**src/design/wivf_pkg.sv**
```systemverilog
// shared types and constants for the windowed input vote filter
`timescale 1ns / 1ps
`default_nettype none

package wivf_pkg;

  localparam int DATA_W = 16;
  localparam int THR_W  = 6;

  localparam logic [THR_W-1:0]  THRESHOLD_RST  = 6'd36;
  localparam logic [DATA_W-1:0] POL_KEEP       = 16'hffc0;
  localparam logic [DATA_W-1:0] MASK_FORCE_ONE = 16'h003f;
  localparam logic [DATA_W-1:0] MASK_KEEP      = 16'h3fff;

  typedef enum logic [1:0] {
    CFG_VOTE_THRESHOLD = 2'd0,
    CFG_POLARITY_BITS  = 2'd1,
    CFG_CHANNEL_MASK   = 2'd2
  } cfg_idx_t;

  typedef struct packed {
    logic             shift;
    logic [THR_W-1:0] threshold;
  } tally_ctl_t;

endpackage

`default_nettype wire

```
**src/design/windowed_input_vote_filter_top.sv**
```systemverilog
// top level of the windowed input vote filter
//
// usage: each transfer on the in_ channel carries one 16-bit raw sample of
// the input pins. the sample enters a chain of WINDOW_DEPTH cells that shifts
// by one at every transfer, and the sample leaving the far end is taken out
// of the per-channel ones counts while the new one is added.
// a channel votes active when its count is below vote_threshold.
// each transfer yields one result on the out_ channel: filtered_bitmap and
// status_bitmap (polarity applied, then masked).
// results are registered, in the skid entry while the output one is held.
// throughput: one sample per cycle while in_stall is low (single-step counts).
// the output register has a skid entry behind it, so in_stall is a flop:
// it rises only when both entries hold a result and out_stall is high.
// reset clears the window chain, the counts, the result entries and loads
// the register defaults (threshold 36, polarity 0, mask 0).
// the cfg_ channel is always ready; write it only while no result is pending.
`timescale 1ns / 1ps
`default_nettype none

module windowed_input_vote_filter_top #(
  parameter int WINDOW_DEPTH = 48,
  parameter int CHANNELS     = 16
) (
  input  wire logic        clk,
  input  wire logic        rst_n,
  input  wire logic        in_valid,
  output logic             in_stall,
  input  wire logic [15:0] in_raw_sample,
  output logic             out_valid,
  input  wire logic        out_stall,
  output logic      [15:0] out_filtered_bitmap,
  output logic      [15:0] out_status_bitmap,
  input  wire logic        cfg_valid,
  output logic             cfg_ready,
  input  wire logic [1:0]  cfg_index,
  input  wire logic [15:0] cfg_data
);

  localparam int CNT_W = $clog2(WINDOW_DEPTH + 1);
  localparam logic [16:0] CHAN_ONES = (17'd1 << CHANNELS) - 17'd1;
  localparam logic [15:0] CHAN_MASK = CHAN_ONES[15:0];

  // configuration registers
  logic [wivf_pkg::THR_W-1:0]  threshold_r;
  logic [wivf_pkg::DATA_W-1:0] polarity_r;
  logic [wivf_pkg::DATA_W-1:0] mask_r;

  assign cfg_ready = 1'b1;

  always_ff @(posedge clk) begin
    if (!rst_n) begin
      threshold_r <= wivf_pkg::THRESHOLD_RST;
      polarity_r  <= '0;
      mask_r      <= '0;
    end else if (cfg_valid && cfg_ready) begin
      unique case (wivf_pkg::cfg_idx_t'(cfg_index))
        wivf_pkg::CFG_VOTE_THRESHOLD: threshold_r <= cfg_data[wivf_pkg::THR_W-1:0];
        wivf_pkg::CFG_POLARITY_BITS:  polarity_r  <= cfg_data;
        wivf_pkg::CFG_CHANNEL_MASK:   mask_r      <= cfg_data;
        default: ;
      endcase
    end
  end

  // handshake
  logic out_valid_r;
  logic skid_valid_r;
  logic in_acc;
  logic out_take;

  assign in_stall = skid_valid_r;
  assign in_acc   = in_valid && !skid_valid_r;
  assign out_take = out_valid_r && !out_stall;

  wivf_pkg::tally_ctl_t tally_ctl;
  assign tally_ctl.shift     = in_acc;
  assign tally_ctl.threshold = threshold_r;

  // window chain
  logic [CHANNELS-1:0] fresh;
  logic [CHANNELS-1:0] tap [WINDOW_DEPTH];

  assign fresh = in_raw_sample[CHANNELS-1:0];

  for (genvar k = 0; k < WINDOW_DEPTH; k++) begin : g_cell
    if (k == 0) begin : g_head
      wivf_cell #(.W(CHANNELS)) u_cell (
        .clk   (clk),
        .rst_n (rst_n),
        .shift (in_acc),
        .d     (fresh),
        .q     (tap[k])
      );
    end else begin : g_body
      wivf_cell #(.W(CHANNELS)) u_cell (
        .clk   (clk),
        .rst_n (rst_n),
        .shift (in_acc),
        .d     (tap[k-1]),
        .q     (tap[k])
      );
    end
  end

  // per-channel counts
  logic [CHANNELS-1:0] active;

  for (genvar c = 0; c < CHANNELS; c++) begin : g_tally
    wivf_tally #(.CNT_W(CNT_W)) u_tally (
      .clk     (clk),
      .rst_n   (rst_n),
      .ctl     (tally_ctl),
      .new_bit (fresh[c]),
      .old_bit (tap[WINDOW_DEPTH-1][c]),
      .active  (active[c])
    );
  end

  // result formatting
  logic [15:0] filt_full;
  logic [15:0] pol_eff;
  logic [15:0] mask_eff;
  logic [15:0] status_full;

  assign filt_full   = 16'(active);
  assign pol_eff     = polarity_r & wivf_pkg::POL_KEEP;
  assign mask_eff    = (mask_r | wivf_pkg::MASK_FORCE_ONE) & wivf_pkg::MASK_KEEP;
  assign status_full = ~(filt_full ^ pol_eff) & mask_eff & CHAN_MASK;

  // output register and skid entry
  logic [15:0] out_filt_r;
  logic [15:0] out_stat_r;
  logic [15:0] skid_filt_r;
  logic [15:0] skid_stat_r;

  always_ff @(posedge clk) begin
    if (!rst_n) begin
      out_valid_r  <= 1'b0;
      skid_valid_r <= 1'b0;
    end else if (skid_valid_r) begin
      if (out_take) begin
        skid_valid_r <= 1'b0;
      end
    end else if (in_acc) begin
      if (!out_valid_r || out_take) begin
        out_valid_r <= 1'b1;
      end else begin
        skid_valid_r <= 1'b1;
      end
    end else if (out_take) begin
      out_valid_r <= 1'b0;
    end
  end

  always_ff @(posedge clk) begin
    if (skid_valid_r) begin
      if (out_take) begin
        out_filt_r <= skid_filt_r;
        out_stat_r <= skid_stat_r;
      end
    end else if (in_acc) begin
      if (!out_valid_r || out_take) begin
        out_filt_r <= filt_full;
        out_stat_r <= status_full;
      end else begin
        skid_filt_r <= filt_full;
        skid_stat_r <= status_full;
      end
    end
  end

  assign out_valid           = out_valid_r;
  assign out_filtered_bitmap = out_filt_r;
  assign out_status_bitmap   = out_stat_r;

  // checks
  a_skid_behind_out : assert property (@(posedge clk) disable iff (!rst_n)
    skid_valid_r |-> out_valid_r)
    else $error("skid entry holds a result while the output register is empty");

  a_accept_gives_result : assert property (@(posedge clk) disable iff (!rst_n)
    in_acc |=> out_valid_r)
    else $error("input transfer without a result in the next cycle");

  a_status_top_clear : assert property (@(posedge clk) disable iff (!rst_n)
    out_valid_r |-> (out_stat_r[15:14] == 2'b00))
    else $error("status bits 15:14 set");

endmodule

`default_nettype wire

```
**src/design/wivf_cell.sv**
```systemverilog
// one window cell: holds one sample and passes it on at every transfer
`timescale 1ns / 1ps
`default_nettype none

module wivf_cell #(
  parameter int W = 16
) (
  input  wire logic         clk,
  input  wire logic         rst_n,
  input  wire logic         shift,
  input  wire logic [W-1:0] d,
  output logic      [W-1:0] q
);

  logic [W-1:0] q_r;

  always_ff @(posedge clk) begin
    if (!rst_n) begin
      q_r <= '0;
    end else if (shift) begin
      q_r <= d;
    end
  end

  assign q = q_r;

endmodule

`default_nettype wire

```
**src/design/wivf_tally.sv**
```systemverilog
// per-channel running count of ones in the window and threshold vote
`timescale 1ns / 1ps
`default_nettype none

module wivf_tally #(
  parameter int CNT_W = 6
) (
  input  wire logic                 clk,
  input  wire logic                 rst_n,
  input  wire wivf_pkg::tally_ctl_t ctl,
  input  wire logic                 new_bit,
  input  wire logic                 old_bit,
  output logic                      active
);

  localparam int CMP_W = (CNT_W > wivf_pkg::THR_W) ? CNT_W : wivf_pkg::THR_W;

  logic [CNT_W-1:0] count_r;
  logic [CNT_W-1:0] count_nxt;

  always_comb begin
    case ({new_bit, old_bit})
      2'b10:   count_nxt = count_r + CNT_W'(1);
      2'b01:   count_nxt = count_r - CNT_W'(1);
      default: count_nxt = count_r;
    endcase
  end

  always_ff @(posedge clk) begin
    if (!rst_n) begin
      count_r <= '0;
    end else if (ctl.shift) begin
      count_r <= count_nxt;
    end
  end

  assign active = (CMP_W'(count_nxt) < CMP_W'(ctl.threshold));

endmodule

`default_nettype wire

```
**config.mk**
```make
export PLATFORM = sky130hd
export DESIGN_NAME = windowed_input_vote_filter_top
export DESIGN_NICKNAME = d
export VERILOG_FILES = /design/src/design/wivf_pkg.sv /design/src/design/windowed_input_vote_filter_top.sv /design/src/design/wivf_cell.sv /design/src/design/wivf_tally.sv
export SDC_FILE = /design/constraint.sdc
export NUM_CORES = 2
export LEC_CHECK = 0
export CAP_MARGIN = 20
export CORE_ASPECT_RATIO = 1.2
export CORE_MARGIN = 1
export CORE_UTILIZATION = 62
export DETAILED_ROUTE_END_ITERATION = 8
export DONT_BUFFER_PORTS = 1
export MAX_ROUTING_LAYER = met4
export PLACE_DENSITY = 0.78
export SLEW_MARGIN = 0
export SYNTH_ARGS = -nofsm -noshare
export SYNTH_HDL_FRONTEND = slang
export SYNTH_SLANG_ARGS = --single-unit
```
**constraint.sdc**
```tcl
create_clock -name clk -period 5.6 [get_ports clk]
set_clock_uncertainty 0.15 [all_clocks]
set_input_delay 0.28 -clock clk [delete_from_list [all_inputs] [get_ports clk]]
set_output_delay 0.28 -clock clk [all_outputs]
set_load 0.1 [all_outputs]
```
[Word level (Yosys, flattened, before mapping)]
Index checks and enable logic that the tools add are counted.
Storage, ports and cells
  output and inout bits: 35
  latch bits: 0
  bits in writable memories: 0
  bits in registers: 966
  ROM bits: 0
  memories: 0
Cells by class
  $mul: 0
  bitwise gates (word level): 5
  $add $sub $neg: 32
  shift operators: 0
  mux-type cells: 31
  reductions and logical operators: 16
  divide/modulo/power cells: 0
  eq/ne operators: 36
  magnitude comparators: 16
Operator list (count)
  6-bit case mux with 2 select lines: 16
  16-bit 2-to-1 mux: 8
  6-bit by 1-bit adder with 6-bit output (second input constant): 16
  6-bit less-than comparator: 16
  6-bit by 1-bit subtractor with 6-bit output (second input constant): 16
  2-bit by 1-bit == test with 1-bit output (second input constant): 17
  2-bit == test (second input constant): 17
  16-bit by 14-bit AND with 16-bit output: 1
  16-bit NOT: 1
  16-bit bitwise XOR: 1
  3-bit AND reduction: 3
  1-bit 2-to-1 mux: 7
  2-bit AND reduction: 3
  2-bit nonzero test: 3
  1-bit zero test: 3
  1-bit logical AND: 2
  2-bit zero test: 1
  2-bit by 1-bit inequality test with 1-bit output (second input constant): 1
  2-bit inequality test (second input constant): 1
  1-bit NOT: 2
  1-bit logical OR: 1

[Logic depth before layout (Yosys ltp)]
  word-level depth: 9
  depth in mapped cells: 17

[By module]
A second synthesis with hierarchy kept.
Unflattened totals
  cells, all modules: 4245
  area, all modules: 44999.4 µm²
By module, submodules not included
  wivf_cell: times used 48, area an instance 615.6 µm², sequential area each 320.3 µm², cells each 51
  wivf_tally: times used 16, area an instance 757.0 µm², sequential area each 120.1 µm², cells each 97
  windowed_input_vote_filter_top: times used 1, area an instance 3339.5 µm², sequential area each 2282.2 µm², cells each 245

[Least setup slack after synthesis]
OpenSTA, ideal clock, no wires.
  kind: reg-to-reg
  start point: register skid_valid_r (netlist: in_stall)
  end point: register out_filt_r[0] (netlist: out_filtered_bitmap[0]), enable pin
  period minus slack after synthesis: 3.961 ns
  library setup time: 0.427 ns
  data required time: 5.023 ns
  data arrival time: 3.384 ns
  cell stages (with the launch flop): 7
  setup slack: 1.639 ns
  buffers on the path: 3
  path through: dfxtp_1 -> and2b_1 -> buf_2 -> clkbuf_1 -> clkbuf_1 -> a21oi_1 -> a21oi_1
Between the ends
  longest elaborated chain between the ends: 4
RTL lines
  start, declared: line windowed_input_vote_filter_top.sv:67  | logic skid_valid_r;
  start signal, assigned: line windowed_input_vote_filter_top.sv:139  | skid_valid_r <= 1'b0;
  start signal, assigned: line windowed_input_vote_filter_top.sv:142  | skid_valid_r <= 1'b0;
  start signal, assigned: line windowed_input_vote_filter_top.sv:148  | skid_valid_r <= 1'b1;
  1-bit zero test: line windowed_input_vote_filter_top.sv:72  | assign in_acc = in_valid && !skid_valid_r;
  1-bit logical AND: line windowed_input_vote_filter_top.sv:72
  2-bit nonzero test (no line)
  3-bit AND reduction (no line) (*)
  end signal, assigned: line windowed_input_vote_filter_top.sv:158  | out_filt_r <= skid_filt_r;
  end signal, assigned: line windowed_input_vote_filter_top.sv:163  | out_filt_r <= filt_full;
  end, declared: line windowed_input_vote_filter_top.sv:131  | logic [15:0] out_filt_r;
Every way passes the cells marked *; elsewhere a longest branch is shown, timed or not.
A chain may end at the register's enable or synchronous reset.

[Worst setup path in the final report]
  start point: register g_cell[47].g_body.u_cell.q_r[12]
  end point: register out_stat_r[12] (netlist: out_status_bitmap[12]) (data pin)
Between the ends
  longest elaborated chain between the ends: 9
RTL lines
  start, declared: line wivf_cell.sv:15  | logic [W-1:0] q_r;
  start signal, assigned: line wivf_cell.sv:19  | q_r <= '0;
  start signal, assigned: line wivf_cell.sv:21  | q_r <= d;
  2-bit by 1-bit == test with 1-bit output / 2-bit == test (equally long branches): line wivf_tally.sv:22  | case ({new_bit, old_bit})
  6-bit case mux with 2 select lines (*): line wivf_tally.sv:22
  net g_tally[12].u_tally.count_nxt[5]: line wivf_tally.sv:19  | logic [CNT_W-1:0] count_nxt;
  6-bit less-than comparator (*): line wivf_tally.sv:37  | assign active = (CMP_W'(count_nxt) < CMP_W'(ctl.threshold));
  net g_tally[12].u_tally.active: line wivf_tally.sv:13  | output logic active
  16-bit bitwise XOR (*): line windowed_input_vote_filter_top.sv:128  | assign status_full = ~(filt_full ^ pol_eff) & mask_eff & CHAN_MASK;
  16-bit NOT (*): line windowed_input_vote_filter_top.sv:128
  16-bit by 14-bit AND with 16-bit output (*): line windowed_input_vote_filter_top.sv:128
  16-bit 2-to-1 mux (*): line windowed_input_vote_filter_top.sv:162  | if (!out_valid_r || out_take) begin
  16-bit 2-to-1 mux (*): line windowed_input_vote_filter_top.sv:161  | end else if (in_acc) begin
  16-bit 2-to-1 mux (*): line windowed_input_vote_filter_top.sv:156  | if (skid_valid_r) begin
  end signal, assigned: line windowed_input_vote_filter_top.sv:159  | out_stat_r <= skid_stat_r;
  end signal, assigned: line windowed_input_vote_filter_top.sv:164  | out_stat_r <= status_full;
  end, declared: line windowed_input_vote_filter_top.sv:132  | logic [15:0] out_stat_r;
The timed path passes the listed nets; every way through them passes the cells marked *. The select of a mux whose other input is x is not followed.

==> metrics.yaml <==
clock_network:
  cts_tree: "yes"
  path_clk_slew_ns: 0.07
  cts-resized-gates: 0
  root_buffer: "clkbuf_16"
  clock_sinks: 948
  cts_buffers: 91
  insertion_delay_ns: 0.65
  clock_path_buffers: 3
  cts_max_level: 3
logic_synthesis:
  yosysUniqueCellTypes: 68
  ys_warn_count: 0
  synth_edf_count: 60
  syn_avg_cell_area_sq_um: 8.54
  ys_ff_latch: 948
  synth_seq_area_share_pct: 46.7
  synth_flop_cell: "dfxtp_1"
  netlist_area_sq_um: 41900
  async_reset_ff_share_pct: 0
  syn_inst: 4910
cells_and_area:
  layout_common_cells: "1657 x nand2_1, 887 x dfxtp_1, 785 x a21boi_0"
  finalNonFillerCells: 6167
  layout.nets: 5377
  drive_gt1_share_pct: 4.56
  syn2layout_area_growth_pct: 19.9
  final_core_util_pct: 75.1
  final_common_cell: "nand2_1"
  fillers: 4619
worst_setup_path:
  regToRegEndpoint: "out_status_bitmap[12]$_DFFE_PP_"
  r2r_cells: 12
  crit_type: "reg -> reg"
  required_ns: 5.85
  critical_path.max_fanout: 15
  start_kind: "flop"
  r2r_start: "g_cell[47].g_body.u_cell.q[12]$_SDFFE_PN0P_"
  end_kind: "flop"
  reg2reg_slack_ns: 1.25
  cp.arrival_ns: 4.59
worst_hold_path:
  whs_endpoint: "skid_stat_r[4]$_DFFE_PP_"
  worstHoldPathCells: 2
  min_from: "out_stall"
  hold_path_class: "in -> reg"
floorplan:
  num_rows: 104
  die_w_um: 239
  start_util_pct: 62.6
  die_h_um: 287
  coreArea_sq_um: 67000
  io_pins: 74
  die_area_sq_um: 68700
route:
  routed_wl_um: 89300
  drc: 0
  wl_per_cell_um: 14.5
  drt.antenna.violating_nets: 0
  vias: 33600
  viasPerCell: 5.44
  drt_iter0_drc: 2527
  dr.pass1.iters: 5
pwr:
  pwr-share-seq_pct: 49.1
  comb_power_share_pct: 5.9
  irDropWorstVdd_v: 0.000251
  clock_power_share_pct: 45.0
  p_sw_mw: 3.37
  p_int_mw: 11.0
  swShare_pct: 23.5
  p_leak_nw: 19.2
  p_per_area_nw_per_um2: 285
sta:
  final.period_utilization_pct: 77.6
  finalHoldViolations: 0
  slew-limit-headroom_pct: 19.0
  tns_ns: 0
  setup_violations: 0
  drv_slew: 0
  period_minus_slack_ns: 4.35
  fin_ws_ns: 1.25
  worst_pin_slew_ns: 1.22
  rsz0062_at_grt: "no"
  hold_ws_ns: 0.104
  max_freq_ghz: 0.230
grt:
  grt_overflow_total: 0
  grt_pass1_vias: 32000
  antenna_found_initial: 3
  grt_pass1_wl_um: 150000
  track_usage_pct: 26.4
  grt_max_degree: 475
placed_design:
  numPortBuffers: 0
  dpl.hpwl_um: 44100
  place.gp.congestion: 0.854
  pre_cts_ws_ns: 1.34
  dp_cells: 5481
run:
  maxCapViolations: 0
outcome:
  status: "finished clean"
-- worst max-delay path, stage by stage (launching register included) --
cell and delay, ns:
dfxtp_1 0.36, ha_1 0.47, and3b_1 0.23, o21ai_0 0.39
nand4_1 0.24, a31oi_1 0.23, xor2_1 0.22, ha_1 0.28
and3_1 0.18, a221o_1 0.31, a21oi_1 0.61, xnor2_1 0.16
a31o_2 0.27
-- metal layers --
| layer | track usage, % | vias up | share of wire (%) |
|---|---|---|---|
| li1 | - | 16900 | - |
| met1 | 32.4 | 15900 | 44 |
| met2 | 44.6 | 556 | 49 |
| met3 | 3.11 | 172 | 3.5 |
| met4 | 9.62 | 0 | 3.0 |
| met5 | - | - | 0 |
-- power groups by stage --
| stage | clock [mW] | combinational [mW] | sequential (mW) |
|---|---|---|---|
| 6_report | 6.45 | 0.852 | 7.05 |
| 5_1_grt | 6.84 | 0.930 | 7.05 |
| 4_1_cts | 6.55 | 0.837 | 7.04 |
| 3_5_place_dp | 0 | 0.710 | 7.19 |
| 3_3_place_gp | 0 | 0.698 | 7.19 |
| 2_1_floorplan | 0 | 0.659 | 7.17 |
-- state kept, by name, indices dropped and copies added (netlist names) --
signal / count
in_stall: 1
skid_filt_r: 16
threshold_r: 6
g_cell.g_head.u_cell.q: 16
g_tally.u_tally.count_r: 96
g_cell.g_body.u_cell.q: 752
polarity_r: 8
skid_stat_r: 14
mask_r: 8
out_filtered_bitmap: 16
out_valid: 1
out_status_bitmap: 14
-- metrics by stage --
stage | area, sq um | total power, mW
after detailed placement | 41900 | 7.90
final | 50300 | 14.3
after global routing | 50300 | 14.8
after CTS | 50300 | 14.4
after global placement | 41900 | 7.89
after floorplan | 41900 | 7.83
-- Yosys cell counts (11+ instances only) --
master	count	share of area (%)
ha_1	144	4.3
nand3b_1	11	0.20
inv_1	59	0.53
nor3b_1	35	0.63
a211oi_1	24	0.43
mux2i_1	24	0.57
a31oi_1	36	0.54
mux2_2	35	0.94
and3_1	19	0.28
a21oi_1	69	0.82
nand2_1	1657	15
o211ai_1	18	0.32
nor2_1	87	0.78
edfxtp_1	60	4.3
o31ai_1	27	0.48
xor2_1	92	1.9
a21o_1	39	0.70
nand2b_1	28	0.42
nand3_1	26	0.31
nor3_1	20	0.24
buf_2	66	0.79
dfxtp_1	888	42
a21boi_0	785	14
o21ai_0	85	1.0
clkbuf_1	278	2.5
nor2b_1	41	0.61
xnor2_1	30	0.63
and2_1	48	0.72
-- how the worst max path moves through the flow --
stage                                                start                          endpoint  slack, ns
3_5_place_dp   g_cell[47].g_body.u_cell.q[12]$_SDFFE_PN0P_   out_status_bitmap[12]$_DFFE_PP_       1.34
6_report       g_cell[47].g_body.u_cell.q[12]$_SDFFE_PN0P_   out_status_bitmap[12]$_DFFE_PP_       1.25
3_3_place_gp                             in_raw_sample[12]   out_status_bitmap[12]$_DFFE_PP_       1.52
5_1_grt        g_cell[47].g_body.u_cell.q[12]$_SDFFE_PN0P_   out_status_bitmap[12]$_DFFE_PP_       1.03
4_1_cts        g_cell[47].g_body.u_cell.q[12]$_SDFFE_PN0P_   out_status_bitmap[12]$_DFFE_PP_       1.33
2_1_floorplan                          in_stall$_SDFF_PN0_  out_filtered_bitmap[0]$_DFFE_PP_       1.64
-- final cells by class --
cell class	count	area [sq um]	area share (%)
antenna	6	15.0	0.0298
tap	901	1130	2.24
multi-input combinational	3546	20700	41.2
timing repair buffer	539	5470	10.9
clock inverter	41	588	1.17
clock buffer	126	2600	5.17
inverter	60	225	0.448
sequential	948	19600	38.9
-- logic make-up after synthesis --
logic type                 Yosys count  synth area share, %
and+or+nand+nor                   2040                 20.4
AOI/OAI and AO/OA                 1170                 20.2
DFF                                948                 46.7
buffers and inverters              417                 3.99
adders and majority gates          152                 4.68
xor gates and xnor gates           122                 2.55
muxes                               59                 1.51
other                                2               0.0179
-- timing repair --
| action | in CTS | in global routing |
|---|---|---|
| hold buffers | 512 | 0 |
| endpoints found under the hold margin | 918 | 0 |
| setup endpoints to repair | 0 | 0 |
| buffers inserted | 0 | 0 |
Note: power is estimated with default switching activity, not from simulation.
